File: config.mk
export PLATFORM = sky130hd
export DESIGN_NAME = htdlp_fifo
export DESIGN_NICKNAME = d
export VERILOG_FILES = /design/src/rtl/htdlp_pkg.sv /design/src/rtl/htdlp_fifo.sv
export SDC_FILE = /design/constraint.sdc
export NUM_CORES = 1
export LEC_CHECK = 0
export BUFFER_PORTS_ARGS = -buffer_cell sky130_fd_sc_hd__buf_4
export CORE_UTILIZATION = 45
export CTS_BUF_LIST = sky130_fd_sc_hd__clkbuf_16
export DETAILED_ROUTE_END_ITERATION = 10
export PLACE_DENSITY = 0.73
export SLEW_MARGIN = 0
export SYNTH_ARGS = -nofsm -noshare
export SYNTH_HDL_FRONTEND = slang
export SYNTH_SLANG_ARGS = --single-unit
File: constraint.sdc
create_clock -name clk -period 2.4 [get_ports clk]
set_clock_uncertainty 0.2 [all_clocks]
set_input_delay 0.24 -clock clk [delete_from_list [all_inputs] [get_ports clk]]
set_output_delay 0.24 -clock clk [all_outputs]
set_load 0.005 [all_outputs]
File: src/rtl/htdlp_pkg.sv
// ----------------------------------------------------------------------------
// Hash table package
// Shared widths, operation codes and status codes for the linear-probing
// hash table.
// ----------------------------------------------------------------------------
package htdlp_pkg;

    localparam int KEY_W              = 32;
    localparam int KIND_W             = 2;
    localparam int STATUS_W           = 3;
    localparam int SLOT_W             = 10;
    localparam int COUNT_W            = 32;
    localparam int DIV_BITS           = 4;
    localparam int TABLE_SIZE_DEFAULT = 1021;

    typedef enum logic [KIND_W-1:0] {
        KIND_INSERT = 2'd0,
        KIND_SEARCH = 2'd1,
        KIND_CLEAR  = 2'd2
    } kind_t;

    typedef enum logic [STATUS_W-1:0] {
        ST_INSERTED  = 3'd0,
        ST_DUPLICATE = 3'd1,
        ST_FULL      = 3'd2,
        ST_FOUND     = 3'd3,
        ST_NOT_FOUND = 3'd4,
        ST_CLEARED   = 3'd5
    } status_t;

endpackage

File: src/rtl/htdlp_fifo.sv
// ----------------------------------------------------------------------------
// Hash table operation queue
// Two-entry queue that decouples the front end from the probe engine.
// ----------------------------------------------------------------------------
module htdlp_fifo #(
    parameter int WIDTH = 44
) (
    input  logic             clk,
    input  logic             rst_n,
    input  logic             wr_valid,
    output logic             wr_ready,
    input  logic [WIDTH-1:0] wr_data,
    output logic             rd_valid,
    input  logic             rd_ready,
    output logic [WIDTH-1:0] rd_data
);
    import htdlp_pkg::*;

    logic [WIDTH-1:0] entry_reg [2];
    logic             wr_ptr_reg, wr_ptr_next;
    logic             rd_ptr_reg, rd_ptr_next;
    logic [1:0]       count_reg, count_next;
    logic             do_wr;
    logic             do_rd;

    assign wr_ready = (count_reg != 2'd2);
    assign rd_valid = (count_reg != 2'd0);
    assign rd_data  = entry_reg[rd_ptr_reg];
    assign do_wr    = wr_valid && wr_ready;
    assign do_rd    = rd_valid && rd_ready;

    always_comb
    begin
        wr_ptr_next = wr_ptr_reg ^ do_wr;
        rd_ptr_next = rd_ptr_reg ^ do_rd;
        count_next  = count_reg + {1'b0, do_wr} - {1'b0, do_rd};
    end

    always_ff @(posedge clk or negedge rst_n)
    begin
        if (!rst_n)
        begin
            wr_ptr_reg <= 1'b0;
            rd_ptr_reg <= 1'b0;
            count_reg  <= 2'd0;
        end
        else
        begin
            wr_ptr_reg <= wr_ptr_next;
            rd_ptr_reg <= rd_ptr_next;
            count_reg  <= count_next;
        end
    end

    always_ff @(posedge clk)
    begin
        if (do_wr)
        begin
            entry_reg[wr_ptr_reg] <= wr_data;
        end
    end

endmodule

==> run metrics <==
status=complete, no violations; post-synthesis sequential area ratio=0.8026; Worst Setup Path Type=reg -> out; Final Hold Vio Count=0; cts bufs inserted=9; Post-Syn Instances=160; dpl cell area=0.004249 mm^2; Core Rows=31; commonest cells after routing, fill and taps aside=95 x buf_4, 88 x edfxtp_1, 45 x dlygate4sd3_1, 44 x mux2_2, 9 x clkbuf_16; worst skew pair latency=330 ps; Die Span Y=89.14 um; R2R Path Start=count_reg[0]; Final #Nets=358; Worst Setup EP=rd_data[9]; share of cells above drive strength 1=0.5016; vias in the first global route=2012; largest net degree at the start of global routing=45; WHS=16.04 ps; Setup violations, final=0; DP HPWL=3678 um; power after layout=5.316 mW; final setup TNS=0 ps; DRC viols=0; CP startpoint=rd_ptr_reg; clock slew at reported path FFs=60 ps; final period utilization=0.8438; first-pass GRT wire length=9515 um; Finished Core Util=0.6833; CTS tree=built; area of the multi-input gates=620.6 um^2; root buf cell=clkbuf_16; Synth Register Bits=92; RSZ-0062 raised after global routing=no; Startpoint Class=flop; die area=0.007946 mm^2; Overall Global Routing Usage=0.1679; Least-Margin Pin Slew=385.5 ps; slew margin rel.=0.7430; worst hold path class=in -> reg; Worst R2R Path Depth=4; DRT Pass-1 Iters=4; H-Tree Depth=3; antenna viol nets, final=0; top cell type by total area after synthesis=edfxtp_1; vias per cell=4.750; gpl congestion=0.6770; Fmax=493.8 MHz; initial antenna violation count=0; Clock Sinks=92; CP endpoint kind=primary output; Cells after DPL=351; Synth Area per Inst=21.36 um^2; clk buf depth=2; Port Buf Inserts=93; largest fanout on the critical path=28; Ys Warns=0; pre-CTS setup slack=677.6 ps; P&R area growth vs syn=45.81%; Storage cell area=0.002744 mm^2; PwrDens=1067 mW/mm^2; reg-to-reg endpoint=entry_reg[0][33]; Tmin final=2025 ps; Leakage Power=1.897 nW; Routed wire per std cell=15.28 um; commonest non-fill, non-tap cell in the layout=buf_4; fillers=473; Routed WL=6294 um; syn nets=210; Required @ worst endpoint=1960 ps; via count=1957; VDD IR max=0.7125 mV; Final WS setup=374.9 ps; Ports=94; core area=0.007292 mm^2; Non-Filler Instances=412; Die W=89.14 um; Yosys cell types=20; Remaining Overflow, GRT=0; fin area=0.004982 mm^2; Starting DRT DRC Count=67; largest cells by area after synthesis=edfxtp_1 77%, mux2_2 15%, dfrtp_1 2.9%; max cap viols=0; Post-Synthesis Cell Area=0.003417 mm^2; n_diodes=0; post_cts resized=0; max reg flops=88; Slew Viols, Final=0; worst reg2reg setup slack=680 ps; crit path DAT=1590 ps; Starting Density=0.4686; Synth top area share=0.7733
==> critical path: stages (launching register included) <==
cell     delay, ps
dfrtp_2        360
buf_4          360
mux2_2         400
buf_4          140
==> routing by layer <==
metal / global-route usage / up-vias / share of wire
met5: 0 / - / 0
met4: 0.05195 / 0 / 0.011
met3: 0.06371 / 8 / 0.071
met2: 0.2706 / 78 / 0.47
met1: 0.2125 / 950 / 0.44
li1: - / 921 / -
==> worst min-delay path by stage <==
stage / startpoint / end / slack, ps / cells past startpoint
after floorplan: rst_n / count_reg[0] / -260 / 0
after global placement: rst_n / count_reg[0] / -160 / 1
after detailed placement: rst_n / count_reg[0] / -150 / 1
after CTS: rd_ready / rd_ptr_reg / 10 / 3
after global routing: rd_ready / rd_ptr_reg / 10 / 3
final: rd_ready / rd_ptr_reg / 20 / 3
==> repair_timing <==
action | CTS | global route
hold buffers | 45 | 0
hold endpoints to repair | 92 | 0
buffers inserted | 0 | 0
==> cell usage after synthesis <==
master,count
inv_1,2
and3_1,1
a21bo_1,1
buf_6,4
nor2b_1,1
a211oi_1,1
nor2_1,2
edfxtp_1,88
o21ai_0,1
xnor2_1,2
a32oi_1,1
or2_2,1
nand2_1,1
buf_2,1
mux2_2,44
nand3_1,1
dfrtp_1,4
nand2b_1,1
and2_1,1
ha_1,2
==> cells by family (layout without fill, tap and decap cells) <==
group,count (synthesis),after routing,share of synthesized area
AOI/OAI and AO/OA,4,4,0.009154
xor gates and xnor gates,2,2,0.005127
adders and majority gates,2,2,0.007322
buffers and inverters,7,160,0.01684
DFF,92,92,0.8026
muxes,44,44,0.1450
and+or+nand+nor,9,9,0.01392
==> power breakdown <==
part	internal, mW	switching, mW	leakage, nW	total (mW)
logic	0.969	0.734	0.896	1.70
clock network	0.789	0.530	0.135	1.32
registers	2.20	0.0973	0.865	2.29
total	3.96	1.36	1.90	5.32
==> area by class of cell <==
type                       count  area share
multi-input combinational     61      0.1246
timing repair buffer         142      0.2416
tap                           99     0.02486
clock buffer                   9     0.04520
inverter                       2    0.001507
clock inverter                 7     0.01155
sequential                    92      0.5507
Note: power is estimated with default switching activity, not from simulation.
