<file path="src/rtl/htdlp_pkg.sv">
// ----------------------------------------------------------------------------
// Hash table package
// Shared widths, operation codes and status codes for the linear-probing
// hash table.
// ----------------------------------------------------------------------------
package htdlp_pkg;

    localparam int KEY_W              = 32;
    localparam int KIND_W             = 2;
    localparam int STATUS_W           = 3;
    localparam int SLOT_W             = 10;
    localparam int COUNT_W            = 32;
    localparam int DIV_BITS           = 4;
    localparam int TABLE_SIZE_DEFAULT = 1021;

    typedef enum logic [KIND_W-1:0] {
        KIND_INSERT = 2'd0,
        KIND_SEARCH = 2'd1,
        KIND_CLEAR  = 2'd2
    } kind_t;

    typedef enum logic [STATUS_W-1:0] {
        ST_INSERTED  = 3'd0,
        ST_DUPLICATE = 3'd1,
        ST_FULL      = 3'd2,
        ST_FOUND     = 3'd3,
        ST_NOT_FOUND = 3'd4,
        ST_CLEARED   = 3'd5
    } status_t;

endpackage

</file>
<file path="src/rtl/htdlp_front.sv">
// ----------------------------------------------------------------------------
// Hash table front end
// Accepts operations, drops unused codes and computes the home slot of the
// key as key mod TABLE_SIZE, DIV_BITS key bits per cycle.
// ----------------------------------------------------------------------------
module htdlp_front #(
    parameter int TABLE_SIZE = 1021,
    parameter int RW         = 10
) (
    input  logic                          clk,
    input  logic                          rst_n,
    input  logic                          in_valid,
    output logic                          in_ready,
    input  logic [htdlp_pkg::KIND_W-1:0]  kind,
    input  logic [htdlp_pkg::KEY_W-1:0]   key,
    input  logic                          hold,
    output logic                          push_valid,
    input  logic                          push_ready,
    output logic [htdlp_pkg::KIND_W+htdlp_pkg::KEY_W+RW-1:0] push_data
);
    import htdlp_pkg::*;

    localparam int DIV_STEPS = KEY_W / DIV_BITS;
    localparam int STEP_W    = (DIV_STEPS > 1) ? $clog2(DIV_STEPS) : 1;
    localparam logic [RW:0]       MOD_EXT   = (RW+1)'(TABLE_SIZE);
    localparam logic [STEP_W-1:0] LAST_STEP = STEP_W'(DIV_STEPS - 1);

    typedef enum logic [2:0] {
        F_IDLE = 3'b001,
        F_DIV  = 3'b010,
        F_PUSH = 3'b100
    } front_state_t;

    front_state_t          state_reg, state_next;
    logic [KIND_W-1:0]     kind_reg, kind_next;
    logic [KEY_W-1:0]      key_reg, key_next;
    logic [KEY_W-1:0]      shift_reg, shift_next;
    logic [RW-1:0]         rem_reg, rem_next;
    logic [STEP_W-1:0]     step_reg, step_next;
    logic [RW-1:0]         rem_step;
    logic [RW:0]           ext;

    always_comb
    begin
        rem_step = rem_reg;
        ext      = '0;
        for (int j = 0; j < DIV_BITS; j++)
        begin
            ext = {rem_step, shift_reg[KEY_W-1-j]};
            if (ext >= MOD_EXT)
            begin
                ext = ext - MOD_EXT;
            end
            rem_step = ext[RW-1:0];
        end
    end

    assign in_ready   = (state_reg == F_IDLE) && !hold;
    assign push_valid = (state_reg == F_PUSH);
    assign push_data  = {kind_reg, key_reg, rem_reg};

    always_comb
    begin
        state_next = state_reg;
        kind_next  = kind_reg;
        key_next   = key_reg;
        shift_next = shift_reg;
        rem_next   = rem_reg;
        step_next  = step_reg;
        case (state_reg)
            F_IDLE:
            begin
                if (in_valid && in_ready)
                begin
                    kind_next  = kind;
                    key_next   = key;
                    shift_next = key;
                    rem_next   = '0;
                    step_next  = '0;
                    if (kind inside {KIND_INSERT, KIND_SEARCH, KIND_CLEAR})
                    begin
                        state_next = F_DIV;
                    end
                end
            end
            F_DIV:
            begin
                rem_next   = rem_step;
                shift_next = shift_reg << DIV_BITS;
                step_next  = step_reg + 1'b1;
                if (step_reg == LAST_STEP)
                begin
                    state_next = F_PUSH;
                end
            end
            F_PUSH:
            begin
                if (push_ready)
                begin
                    state_next = F_IDLE;
                end
            end
            default:
            begin
                state_next = F_IDLE;
            end
        endcase
    end

    always_ff @(posedge clk or negedge rst_n)
    begin
        if (!rst_n)
        begin
            state_reg <= F_IDLE;
            step_reg  <= '0;
        end
        else
        begin
            state_reg <= state_next;
            step_reg  <= step_next;
        end
    end

    always_ff @(posedge clk)
    begin
        kind_reg  <= kind_next;
        key_reg   <= key_next;
        shift_reg <= shift_next;
        rem_reg   <= rem_next;
    end

endmodule

</file>
<file path="config.mk">
export PLATFORM = sky130hd
export DESIGN_NAME = htdlp_front
export DESIGN_NICKNAME = d
export VERILOG_FILES = /design/src/rtl/htdlp_pkg.sv /design/src/rtl/htdlp_front.sv
export SDC_FILE = /design/constraint.sdc
export NUM_CORES = 1
export LEC_CHECK = 0
export BUFFER_PORTS_ARGS = -buffer_cell sky130_fd_sc_hd__buf_2
export CORE_ASPECT_RATIO = 2
export CORE_MARGIN = 5
export CORE_UTILIZATION = 54
export CTS_BUF_LIST = sky130_fd_sc_hd__clkbuf_4 sky130_fd_sc_hd__clkbuf_8
export DETAILED_ROUTE_END_ITERATION = 16
export PLACE_DENSITY = 0.83
export SYNTH_ARGS = -nofsm -noshare
export SYNTH_HDL_FRONTEND = slang
export SYNTH_SLANG_ARGS = --single-unit
export TNS_END_PERCENT = 1
</file>
<file path="constraint.sdc">
create_clock -name clk -period 7.35 [get_ports clk]
set_input_delay 0 -clock clk [delete_from_list [all_inputs] [get_ports clk]]
set_output_delay 0 -clock clk [all_outputs]
set_load 0.01 [all_outputs]
</file>
==> metrics <==
status=finished clean; FF+latch area=2430 um2; Max Fclk=212 MHz; GPL Wtd Cong=0.990; Core Area=8170 um2; Setup TNS Final=0 ns; Logic pwr share=30.4%; clk_lat worst skew=0.35 ns; I/O pin cnt=85; Longest Clk Path Bufs=2; Distinct cells, synth=67; syn_area_per_cell=10.6 um2; Detail Route Antenna Nets=0; initial antenna violation count=0; Crit Path Category=register to register; number of flops mapped to enable cells by yosys=76; worst-path cell with the longest stage delay=mux2i_1; grt total ovfl=0; crit-path most repeated cell=mux2i_1; internal power=0.991 mW; RSZ-0062 raised after global routing=no; Setup violations, final=0; sw power=0.515 mW; post-cts resize count=0; Setup crit start kind=register; mapped cell area=4470 um2; Starting Density=54.7%; # diodes=0; area share of the largest cell type after synthesis=51.1%; crit path max fanout=11; Rel. slew slack=32.1%; shortest period the worst path allows=4.71 ns; Detailed Route Iter0 Violations=230; Layout Nets=579; Multi-input gate area=1920 um2; post-synth top area cell=edfxtp_1; area delta synth->final=24.1%; CP delay by family, top=compound AO/OA/AOI/OAI gates; fill count=588; Syn. warnings=0; max-cap viol count=0; Die Span Y=139 um; drt wl/cell=20.1 um; commonest non-fill, non-tap cells in the layout=nand2_1, buf_2, edfxtp_1; ranking of synthesized cells by area=edfxtp_1, nand2_1, dfrtp_1, o21ai_0, nor2_1; cts-stage hold buffer count=37; Clock transition at path regs=0.08 ns; share of post-route cells with drive strength above 1=24.7%; postcts setup bufs=0; Synth Instances=420; Die Wd=74.3 um; DR vias/cell=6.02; crit-path cells=o2111ai_1 > nor2_1 > mux2i_1 > nand2b_1 > a211oi_2 > a41oi_4 > o2111a_1 > nor3_1 > o31a_1 > o21ai_0 > mux2i_1; Lkg Pwr=2.22 nW; CTS sink cnt=82; Routed WL=12.8 mm; Slew Limit Fails=0; Switching Share=34.2%; Via Count=3836; register bit total from synthesis=82; Finished Core Util=67.8%; placed instance area=4950 um2; Main synth FF type=edfxtp_1; DRC=0; CTS tree=yes; post-synthesis sequential area ratio=54.5%; CP endpoint kind=register; most common cell after layout, fill and taps aside=nand2_1; maximum vdd drop=238 uV; PwrDens=272 nW/um2; Least-Margin Pin Slew=1.01 ns; hpwl dp=8.38 mm; post-synthesis async set-or-reset flop share=7.32%; TritonRoute pass-1 iters=5; sequential power share=44.1%; die area=10300 um2; GRT Resource Usage Total=25.6%; Num CTS Buffers=9; cell area after layout=5540 um2; CP Data Required Time=7.46 ns; vias in the first global route=3997; first-pass GRT wire length=19.9 mm; data arrival time of the worst path=4.81 ns; Buf/Inv on CP=0; H-tree level count=3; Clk pwr share=25.5%; I/O Buffers=84; CTS root buf=clkbuf_8; skew final=0.00483 ns; period utilization=64.0%; final-report hold violation count=0; Hold Path Class=input port to register; row cnt=47; Max stage delay on crit path=0.66 ns; Mapped Nets=463; largest net degree at the start of global routing=45
tightest hold or removal path, stage by stage:
cell and delay, ns:
buf_2 0.08, nand2_1 0.13, nand3_1 0.12, nand2_1 0.05
metal layers:
metal  GRT usage, %  up-vias  wire length, um
met5              0        -                0
met4           14.2        0              609
met3           5.66       46              706
met2           47.5      171             7240
met1           24.5     1850             4240
li1               -     1769                -
cell type report:
cell class / count / area share, %
Timing Repair Buffer: 123 / 14.5
Multi-Input combinational cell: 312 / 34.7
Sequential cell: 82 / 43.9
Clock buffer: 9 / 2.23
Tap cell: 98 / 2.21
Inverter: 8 / 0.542
Clock inverter: 5 / 1.87
cell families (layout without fill, tap and decap cells):
| group | Yosys count | in the layout | share of synthesized area, % |
|---|---|---|---|
| simple gates | 199 | 199 | 20.9 |
| compound gates | 84 | 84 | 15.3 |
| flops | 82 | 82 | 54.5 |
| buf+inv | 26 | 145 | 2.63 |
| mux | 14 | 14 | 3.36 |
| xor+xnor | 9 | 9 | 1.76 |
| fa+ha+maj | 6 | 6 | 1.57 |
cell usage after synthesis, drive strengths merged, types with 4 or more instances:
cell and n:
a211oi 5, a21oi 12, a31oi 9, and2 6
and3 4, and4 4, buf 7, clkbuf 11
dfrtp 5, edfxtp 76, ha 4, inv 8
mux2 5, mux2i 9, nand2 109, nand2b 8
nand3 12, nor2 25, nor3 10, o211ai 5
o21a 4, o21ai 21, xor2 6
power groups by stage:
stage                     Combinational, mW  Clock (mW)  Sequential, mW
after floorplan                       0.308           0           0.662
after global placement                0.414           0           0.667
after detailed placement              0.427           0           0.671
after CTS                             0.445       0.385           0.661
after global routing                  0.495       0.407           0.673
final                                 0.458       0.385           0.665
worst paths after layout:
path / end / startpoint / slack (ns) / depth (start not counted)
worst max-delay path: rem_reg[6] / rem_reg[1] / 2.64 / 11
worst min-delay path: step_reg[2] / in_valid / 0.07 / 4
worst max register to register: rem_reg[6] / rem_reg[1] / 2.64 / 11
worst min register to register: shift_reg[30] / shift_reg[26] / 0.51 / 2
max in group asynchronous: step_reg[0] / rst_n / 6.57 / 3
min in group asynchronous: state_reg[0] / rst_n / 0.12 / 2
stage by stage:
stage          hold WS [ns]  total power, mW  setup slack [ns]  instances
3_5_place_dp         -0.170             1.10              2.77        586
5_1_grt              0.0959             1.58              2.33        637
3_3_place_gp         -0.171             1.08              2.96        586
6_report             0.0673             1.51              2.64        637
4_1_cts              0.0561             1.49              2.74        637
2_1_floorplan        -0.296            0.969              3.17        420
No activity file was read; power rests on OpenSTA's default activity.
